--- src/sv/fmavg_pkg.sv ---
// shared constants and lane control type for the four-lane moving average
package fmavg_pkg;

	// field widths
	localparam int TICK_W     = 16;
	localparam int SAMPLE_W   = 16;
	localparam int IO_LANES   = 4;
	localparam int IN_DATA_W  = TICK_W + IO_LANES * SAMPLE_W;
	localparam int OUT_DATA_W = IO_LANES * SAMPLE_W;

	// parameter defaults
	localparam int WIN_LEN_DEF  = 10;
	localparam int LANE_CNT_DEF = 4;

	// per-cycle commands from the sequencer to every lane
	typedef struct packed {
		logic load;      // capture the lane sample of the accepted transfer
		logic wr;        // write the window store
		logic wr_zero;   // write zero instead of the sample (clearing pass)
		logic acc_clr;   // clear the accumulator
		logic acc_en;    // add the registered read data
		logic div_load;  // start the division from the accumulator
		logic div_step;  // one quotient bit
	} lane_ctrl_t;

endpackage

--- src/sv/fmavg_ram.sv ---
// generic single-write, single-read ram with registered read data
module fmavg_ram #(
	parameter int WIDTH = fmavg_pkg::SAMPLE_W,
	parameter int DEPTH = fmavg_pkg::WIN_LEN_DEF
) (
	input  logic                     clk,
	input  logic                     we,
	input  logic [$clog2(DEPTH)-1:0] waddr,
	input  logic [WIDTH-1:0]         wdata,
	input  logic [$clog2(DEPTH)-1:0] raddr,
	output logic [WIDTH-1:0]         rdata
);

	logic [WIDTH-1:0] mem_q [DEPTH];

	// write port and registered read port
	always_ff @(posedge clk) begin
		if (we) begin
			mem_q[waddr] <= wdata;
		end
		rdata <= mem_q[raddr];
	end

endmodule

--- src/sv/fmavg_lane.sv ---
// one averaging lane: window store, serial accumulator and bit-serial divider
module fmavg_lane #(
	parameter int WINDOW_LEN = fmavg_pkg::WIN_LEN_DEF
) (
	input  logic                              clk,
	input  fmavg_pkg::lane_ctrl_t             ctrl,
	input  logic [$clog2(WINDOW_LEN)-1:0]     waddr,
	input  logic [$clog2(WINDOW_LEN)-1:0]     raddr,
	input  logic [$clog2(WINDOW_LEN+1)-1:0]   divisor,
	input  logic [fmavg_pkg::SAMPLE_W-1:0]    sample,
	output logic [fmavg_pkg::SAMPLE_W-1:0]    result
);
	import fmavg_pkg::*;

	localparam int AW    = $clog2(WINDOW_LEN);
	localparam int NW    = $clog2(WINDOW_LEN + 1);
	localparam int SUM_W = SAMPLE_W + AW;

	logic [SAMPLE_W-1:0] sample_q;
	logic [SAMPLE_W-1:0] wdata;
	logic [SAMPLE_W-1:0] rdata;
	logic [SUM_W-1:0]    acc_q;
	logic [SUM_W-1:0]    quo_q;
	logic [NW-1:0]       rem_q;
	logic                neg_q;
	logic [NW:0]         trial;
	logic                fits;
	logic [SUM_W-1:0]    signed_quo;

	// window store of this lane
	assign wdata = ctrl.wr_zero ? '0 : sample_q;

	fmavg_ram #(
		.WIDTH(SAMPLE_W),
		.DEPTH(WINDOW_LEN)
	) u_ram (
		.clk  (clk),
		.we   (ctrl.wr),
		.waddr(waddr),
		.wdata(wdata),
		.raddr(raddr),
		.rdata(rdata)
	);

	// sample capture and window sum
	always_ff @(posedge clk) begin
		if (ctrl.load) begin
			sample_q <= sample;
		end
		if (ctrl.acc_clr) begin
			acc_q <= '0;
		end else if (ctrl.acc_en) begin
			acc_q <= acc_q + {{AW{rdata[SAMPLE_W-1]}}, rdata};
		end
	end

	// restoring division of the magnitude, one quotient bit per cycle
	assign trial = {rem_q, quo_q[SUM_W-1]};
	assign fits  = trial >= {1'b0, divisor};

	always_ff @(posedge clk) begin
		if (ctrl.div_load) begin
			neg_q <= acc_q[SUM_W-1];
			quo_q <= acc_q[SUM_W-1] ? (SUM_W'(0) - acc_q) : acc_q;
			rem_q <= '0;
		end else if (ctrl.div_step) begin
			rem_q <= fits ? NW'(trial - {1'b0, divisor}) : NW'(trial);
			quo_q <= {quo_q[SUM_W-2:0], fits};
		end
	end

	// restore the sign, truncation toward zero
	assign signed_quo = neg_q ? (SUM_W'(0) - quo_q) : quo_q;
	assign result     = signed_quo[SAMPLE_W-1:0];

endmodule

--- src/sv/fmavg_ctrl.sv ---
// sequencer shared by all lanes: clearing pass, window addressing, sum and divide steps
module fmavg_ctrl #(
	parameter int WINDOW_LEN = fmavg_pkg::WIN_LEN_DEF
) (
	input  logic                            clk,
	input  logic                            arst_n,
	input  logic                            in_valid,
	output logic                            in_ready,
	input  logic [fmavg_pkg::TICK_W-1:0]    tick,
	input  logic                            out_free,
	output logic                            res_valid,
	output fmavg_pkg::lane_ctrl_t           lane_ctrl,
	output logic [$clog2(WINDOW_LEN)-1:0]   waddr,
	output logic [$clog2(WINDOW_LEN)-1:0]   raddr,
	output logic [$clog2(WINDOW_LEN+1)-1:0] divisor
);
	import fmavg_pkg::*;

	localparam int AW    = $clog2(WINDOW_LEN);
	localparam int NW    = $clog2(WINDOW_LEN + 1);
	localparam int SUM_W = SAMPLE_W + AW;
	localparam int CW    = $clog2(SUM_W);
	localparam logic [AW-1:0] LAST_SLOT = AW'(WINDOW_LEN - 1);
	localparam logic [CW-1:0] LAST_BIT  = CW'(SUM_W - 1);

	typedef enum logic [2:0] {
		ST_CLEAR,
		ST_IDLE,
		ST_WRITE,
		ST_SUM,
		ST_DRAIN,
		ST_LOAD,
		ST_DIV,
		ST_DONE
	} state_t;

	state_t        state_q;
	logic [AW-1:0] head_q;
	logic [AW-1:0] ptr_q;
	logic [NW-1:0] cnt_q;
	logic [NW-1:0] n_q;
	logic [CW-1:0] bit_q;
	logic          rvld_q;

	logic          warm;
	logic [AW:0]   wsum;
	logic [AW-1:0] warm_addr;
	logic [AW-1:0] head_inc;
	logic [AW-1:0] ptr_inc;
	logic [NW-1:0] n_next;

	// slot mapping: logical slot j lives at (head + j) mod window length
	assign warm      = tick < TICK_W'(WINDOW_LEN);
	assign wsum      = {1'b0, head_q} + {1'b0, tick[AW-1:0]};
	assign warm_addr = (wsum >= (AW+1)'(WINDOW_LEN)) ? AW'(wsum - (AW+1)'(WINDOW_LEN))
	                                                 : wsum[AW-1:0];
	assign head_inc  = (head_q == LAST_SLOT) ? '0 : head_q + 1'b1;
	assign ptr_inc   = (ptr_q == LAST_SLOT) ? '0 : ptr_q + 1'b1;
	assign n_next    = warm ? (NW'(tick[AW-1:0]) + NW'(1)) : NW'(WINDOW_LEN);

	// state and registered control
	always_ff @(posedge clk or negedge arst_n) begin
		if (!arst_n) begin
			state_q <= ST_CLEAR;
			head_q  <= '0;
			ptr_q   <= '0;
			cnt_q   <= '0;
			n_q     <= '0;
			bit_q   <= '0;
			rvld_q  <= 1'b0;
		end else begin
			rvld_q <= (state_q == ST_SUM);
			unique case (state_q)
				ST_CLEAR: begin
					ptr_q <= ptr_inc;
					if (ptr_q == LAST_SLOT) begin
						state_q <= ST_IDLE;
					end
				end
				ST_IDLE: begin
					if (in_valid) begin
						n_q     <= n_next;
						state_q <= ST_WRITE;
						if (warm) begin
							ptr_q <= warm_addr;
						end else begin
							// oldest entry is overwritten, window start moves up
							ptr_q  <= head_q;
							head_q <= head_inc;
						end
					end
				end
				ST_WRITE: begin
					ptr_q   <= head_q;
					cnt_q   <= '0;
					state_q <= ST_SUM;
				end
				ST_SUM: begin
					ptr_q <= ptr_inc;
					cnt_q <= cnt_q + 1'b1;
					if (cnt_q == n_q - 1'b1) begin
						state_q <= ST_DRAIN;
					end
				end
				ST_DRAIN: begin
					state_q <= ST_LOAD;
				end
				ST_LOAD: begin
					bit_q   <= '0;
					state_q <= ST_DIV;
				end
				ST_DIV: begin
					bit_q <= bit_q + 1'b1;
					if (bit_q == LAST_BIT) begin
						state_q <= ST_DONE;
					end
				end
				ST_DONE: begin
					if (out_free) begin
						state_q <= ST_IDLE;
					end
				end
				default: begin
					state_q <= ST_CLEAR;
				end
			endcase
		end
	end

	// lane commands
	assign in_ready           = (state_q == ST_IDLE);
	assign res_valid          = (state_q == ST_DONE);
	assign lane_ctrl.load     = (state_q == ST_IDLE) && in_valid;
	assign lane_ctrl.wr       = (state_q == ST_CLEAR) || (state_q == ST_WRITE);
	assign lane_ctrl.wr_zero  = (state_q == ST_CLEAR);
	assign lane_ctrl.acc_clr  = (state_q == ST_WRITE);
	assign lane_ctrl.acc_en   = rvld_q;
	assign lane_ctrl.div_load = (state_q == ST_LOAD);
	assign lane_ctrl.div_step = (state_q == ST_DIV);
	assign waddr              = ptr_q;
	assign raddr              = ptr_q;
	assign divisor            = n_q;

endmodule

--- src/sv/four_lane_moving_average_core.sv ---
// top level: sequencer, averaging lanes and the merging output register
//
// Moving average over four relative-velocity streams, one lane per stream.
// Input channel s_axis: a transfer carries a tick index and four Q8.8 samples.
// While the tick is below WINDOW_LEN the sample goes to slot tick and the lane
// gives the mean of slots 0..tick; from then on the window slides by one and
// the lane gives the window sum over WINDOW_LEN, truncated toward zero.
// Output channel m_axis: one transfer per input transfer, the four lane means.
// An input transfer takes the sequencer through the write, sum, drain, load,
// divide and done states; the sum reads n = min(tick + 1, WINDOW_LEN) window
// slots (one read of each lane's window ram per cycle) and the one-bit-per-cycle
// divider steps through the S = 16 + clog2(WINDOW_LEN) accumulator bits.
// A new item is taken only after the previous one has left the done state.
// After reset the window rams are swept to zero, one slot per cycle, over
// every slot; s_axis_tready stays low during the sweep.
// A finished result sits in the output register; the next item is accepted
// while it waits, and only a second result stalls until m_axis_tready is seen.
module four_lane_moving_average_core #(
	parameter int WINDOW_LEN = fmavg_pkg::WIN_LEN_DEF,
	parameter int LANE_COUNT = fmavg_pkg::LANE_CNT_DEF
) (
	input  logic                             clk,
	input  logic                             arst_n,
	input  logic                             s_axis_tvalid,
	output logic                             s_axis_tready,
	// tick_index, lead_rel_vel, rear_rel_vel, preceding_rel_vel, following_rel_vel
	input  logic [fmavg_pkg::IN_DATA_W-1:0]  s_axis_tdata,
	output logic                             m_axis_tvalid,
	input  logic                             m_axis_tready,
	// lead_avg, rear_avg, preceding_avg, following_avg
	output logic [fmavg_pkg::OUT_DATA_W-1:0] m_axis_tdata
);
	import fmavg_pkg::*;

	localparam int AW = $clog2(WINDOW_LEN);
	localparam int NW = $clog2(WINDOW_LEN + 1);

	lane_ctrl_t          lane_ctrl;
	logic [AW-1:0]       waddr;
	logic [AW-1:0]       raddr;
	logic [NW-1:0]       divisor;
	logic                res_valid;
	logic                out_free;
	logic [SAMPLE_W-1:0] lane_sample [LANE_COUNT];
	logic [SAMPLE_W-1:0] lane_res    [LANE_COUNT];
	logic [OUT_DATA_W-1:0] merged;
	logic                out_valid_q;
	logic [OUT_DATA_W-1:0] out_data_q;

	// sequencer
	fmavg_ctrl #(
		.WINDOW_LEN(WINDOW_LEN)
	) u_ctrl (
		.clk      (clk),
		.arst_n   (arst_n),
		.in_valid (s_axis_tvalid),
		.in_ready (s_axis_tready),
		.tick     (s_axis_tdata[TICK_W-1:0]),
		.out_free (out_free),
		.res_valid(res_valid),
		.lane_ctrl(lane_ctrl),
		.waddr    (waddr),
		.raddr    (raddr),
		.divisor  (divisor)
	);

	// lanes, extra lanes run on zero samples
	for (genvar l = 0; l < LANE_COUNT; l++) begin : g_lane
		if (l < IO_LANES) begin : g_io
			assign lane_sample[l] = s_axis_tdata[TICK_W + l*SAMPLE_W +: SAMPLE_W];
		end else begin : g_zero
			assign lane_sample[l] = '0;
		end

		fmavg_lane #(
			.WINDOW_LEN(WINDOW_LEN)
		) u_lane (
			.clk    (clk),
			.ctrl   (lane_ctrl),
			.waddr  (waddr),
			.raddr  (raddr),
			.divisor(divisor),
			.sample (lane_sample[l]),
			.result (lane_res[l])
		);
	end

	// merge lane results into the output word, missing lanes read as zero
	for (genvar o = 0; o < IO_LANES; o++) begin : g_merge
		if (o < LANE_COUNT) begin : g_used
			assign merged[o*SAMPLE_W +: SAMPLE_W] = lane_res[o];
		end else begin : g_unused
			assign merged[o*SAMPLE_W +: SAMPLE_W] = '0;
		end
	end

	// output register
	assign out_free = !out_valid_q || m_axis_tready;

	always_ff @(posedge clk or negedge arst_n) begin
		if (!arst_n) begin
			out_valid_q <= 1'b0;
		end else if (out_free) begin
			out_valid_q <= res_valid;
		end
	end

	always_ff @(posedge clk) begin
		if (res_valid && out_free) begin
			out_data_q <= merged;
		end
	end

	assign m_axis_tvalid = out_valid_q;
	assign m_axis_tdata  = out_data_q;

endmodule

--- config.mk ---
export PLATFORM = sky130hd
export DESIGN_NAME = four_lane_moving_average_core
export DESIGN_NICKNAME = d
export VERILOG_FILES = /design/src/sv/fmavg_pkg.sv /design/src/sv/fmavg_ram.sv /design/src/sv/fmavg_lane.sv /design/src/sv/fmavg_ctrl.sv /design/src/sv/four_lane_moving_average_core.sv
export SDC_FILE = /design/constraint.sdc
export NUM_CORES = 2
export LEC_CHECK = 0
export BUFFER_PORTS_ARGS = -buffer_cell sky130_fd_sc_hd__buf_2
export CORE_UTILIZATION = 56
export DETAILED_ROUTE_END_ITERATION = 7
export PLACE_DENSITY = 0.78
export SETUP_SLACK_MARGIN = 0.5
export SLEW_MARGIN = 20
export SYNTH_ARGS = -nofsm -noshare
export SYNTH_HDL_FRONTEND = slang
export SYNTH_SLANG_ARGS = --single-unit
--- constraint.sdc ---
create_clock -name clk -period 7.7 [get_ports clk]
set_input_delay 0 -clock clk [delete_from_list [all_inputs] [get_ports clk]]
set_output_delay 0 -clock clk [all_outputs]
set_load 0.01 [all_outputs]
==> flow_metrics.py <==
metrics = {
    "run_status": {
        "status": "complete, no violations",
    },
    "pwr": {
        "power_density_nw_per_um2": 430,
        "vdd_drop_max_mv": 0.374,
        "p_leak_uw": 0.0181,
    },
    "clocking": {
        "numCtsBuffers": 100,
        "root_buffer": "clkbuf_16",
        "cts_tree": "yes",
        "cts_sinks": 1038,
        "worstSkewPairLatency_ps": 670,
        "path_clk_slew_ps": 70,
        "cts_buffer_depth": 3,
        "cts_resized": 0,
        "h-tree-depth": 3,
    },
    "grt": {
        "grt_pass1_wl_um": 148000,
        "gr-total-overflow": 0,
        "grt_pass1_vias": 26200,
        "grt_usage": 0.233,
        "grt_max_degree": 119,
        "antenna_found_initial": 0,
    },
    "timing": {
        "timing.final.ws_setup_ps": 4160,
        "fin_worst_skew_ps": 23.1,
        "worst_pin_slew_ps": 1120,
        "max_freq_ghz": 0.283,
        "rsz0062_at_grt": "no",
        "finalCritPeriodShare": 0.459,
        "tns_ps": 0,
        "timing.final.crit_period_ps": 3540,
        "maxSlewViolCount": 0,
        "hold_viol": 0,
        "setup_violations": 0,
        "slew_headroom": 0.253,
    },
    "synth": {
        "syn_avg_cell_area_sq_um": 14.3,
        "synth_nets": 3350,
        "yosysWarnings": 0,
        "synthArstFlopShare": 0.0250,
        "ys_types": 76,
        "synth_area_sq_um": 44900,
        "yosys_most_used_dff": "edfxtp_1",
        "synth_cells": 3148,
        "synth-edff-count": 852,
        "synth-seq-cells": 1038,
        "ys_seq_area_frac": 0.655,
    },
    "critical_path": {
        "cp-end-kind": "flop",
        "worst-path-max-fanout": 64,
        "crit_path_start_kind": "flop",
        "cp_data_required_time_ps": 7990,
        "crit_arrival_ps": 3830,
        "worst-setup-path-type": "reg2reg",
    },
    "drt": {
        "post-route-drc-count": 0,
        "avgRoutedWirePerCell_um": 20.8,
        "wirelength_um": 94000,
        "postRouteAntennaNets": 0,
        "drt_first_pass_iters": 6,
        "first_iter_violations": 2476,
        "num_vias": 26500,
        "via_per_inst": 5.88,
    },
    "layout": {
        "drive_gt1_frac": 0.146,
        "fin_cells": 4512,
        "num_antenna_cells": 0,
        "mostFrequentLayoutCells": "852 x edfxtp_1, 230 x nand2_1, 202 x o21ai_0, 169 x a21oi_1, 160 x dfxtp_1",
        "fin_nets": 3577,
        "final_common_cell": "edfxtp_1",
        "syn2layout_area_growth_pct": 13.9,
    },
    "floorplan": {
        "die_width_um": 285,
        "core_area_sq_um": 79100,
        "fp.dieH_um": 285,
        "start_util": 0.568,
        "floorplan.io_pins": 150,
        "rows": 103,
        "die_area_sq_um": 81300,
    },
    "placement": {
        "place_congestion": 0.834,
        "dp_hpwl_um": 55500,
        "dp_slack_ps": 4160,
        "dp.cells": 4238,
        "numPortBuffers": 149,
    },
    "job": {
        "maxCapViolations": 0,
    },
    "min_path": {
        "min_path_type": "in2reg",
    },
}
timing repair:
action                                 in CTS  in global routing
setup buffers                               0                  0
endpoints found under the hold margin     107                  0
hold buffers                               85                  0
worst paths after layout:
| check | cells after the start | endpoint | startpoint | slack [ps] |
|---|---|---|---|---|
| max | 3 | g_lane[1].u_lane.u_ram.mem_q[7][15] | u_ctrl.raddr[1] | 4160 |
| min | 2 | g_lane[3].u_lane.sample_q[14] | s_axis_tdata[78] | 40 |
| max reg2reg | 3 | g_lane[1].u_lane.u_ram.mem_q[7][15] | u_ctrl.raddr[1] | 4160 |
| min reg2reg | 2 | g_lane[3].u_lane.rem_q[3] | g_lane[3].u_lane.rem_q[3] | 460 |
| max in group asynchronous | 4 | u_ctrl.rvld_q | arst_n | 7150 |
| min in group asynchronous | 4 | u_ctrl.state_q[2] | arst_n | 380 |
area by class of cell:
type	count	area, sq um
clock buffer	131	2760
inverter	69	260
multi-input combinational	1901	14800
sequential	1038	29500
clock inverter	58	724
timing repair buffer	265	1850
fill	5611	28000
tap	1050	1310
through the flow:
stage	util	power (uW)	area, sq um	hold slack [ps]
after floorplan	-	14800	44900	-296
after global placement	0.591	16700	46800	36.5
after detailed placement	0.591	16900	46800	40.3
after CTS	0.646	22100	51100	0.0484
after global routing	0.646	23400	51100	15.2
final	0.646	22000	51100	35.5
cells by family after synthesis:
group,after synthesis,share of synthesized area
XOR/XNOR,199,0.0388
AND/OR/NAND/NOR,712,0.0788
buffers and inverters,209,0.0179
multiplexers,233,0.0876
AO/OA/AOI/OAI,639,0.0871
adder cells (fa/ha/maj),118,0.0344
flip-flops,1038,0.655
synthesized netlist by cell type (all sizes together), types with 3 or more instances:
library cell  number  area, sq um
nor3              32          171
nand3             31          155
mux2i            105         1050
or4b               5         50.1
nor3b              4         30.0
dfxtp            160         3200
dfrtp             26          651
fa                 9          180
buf               23         98.8
o21ai            209         1050
clkbuf           116          435
a211oi            89          668
nand4             12         75.1
and3               8         50.1
o41ai             12          105
o22ai              8         50.1
nand2            231          870
inv               68          255
o31ai             43          323
a32o               3         30.0
mux4             128         2880
xor2              94          823
and2               3         18.8
a21boi             7         52.6
edfxtp           852        25600
a211o              6         52.6
ha               109         1360
a31oi              8         50.1
and4               3         26.3
o21bai             4         30.0
or2                4         25.0
nor2b            146          913
xnor2            105          920
o211ai            10         75.1
nor2             148          556
nand2b            27          176
nor4b              5         43.8
o21a              15          113
a21oi            169          846
or4               21          165
a21o              30          225
nor4               7         43.8
or3               20          130
a22oi              3         22.5
registers in the layout (all words and copies together), names as in the netlist:
| register | flops |
|---|---|
| u_ctrl.state_q | 3 |
| u_ctrl.divisor | 4 |
| u_ctrl.cnt_q | 4 |
| u_ctrl.raddr | 4 |
| m_axis_tvalid | 1 |
| u_ctrl.rvld_q | 1 |
| u_ctrl.bit_q | 5 |
| g_lane.u_lane.acc_q | 80 |
| g_lane.u_lane.u_ram.rdata | 64 |
| u_ctrl.head_q | 4 |
| g_lane.u_lane.neg_q | 4 |
| g_lane.u_lane.quo_q | 80 |
| g_lane.u_lane.rem_q | 16 |
| g_lane.u_lane.sample_q | 64 |
| g_lane.u_lane.u_ram.mem_q | 640 |
| m_axis_tdata | 64 |
power by group:
part	switching (uW)	total, uW	internal (uW)
logic	4470	7830	3360
clock network	2120	5080	2960
registers	1250	9080	7830
total	7840	22000	14100
critical path, stage by stage (launching register included):
cell	delay (ps)
dfrtp_4	1050
nand2_1	420
nor2_4	940
buf_4	710
routing by layer:
metal	vias up	GRT usage	share of wire
li1	12400	-	-
met4	0	0.0727	0.024
met3	149	0.0328	0.065
met2	899	0.377	0.48
met1	13100	0.330	0.44
met5	-	0	0
(Power assumes the default switching activity.)
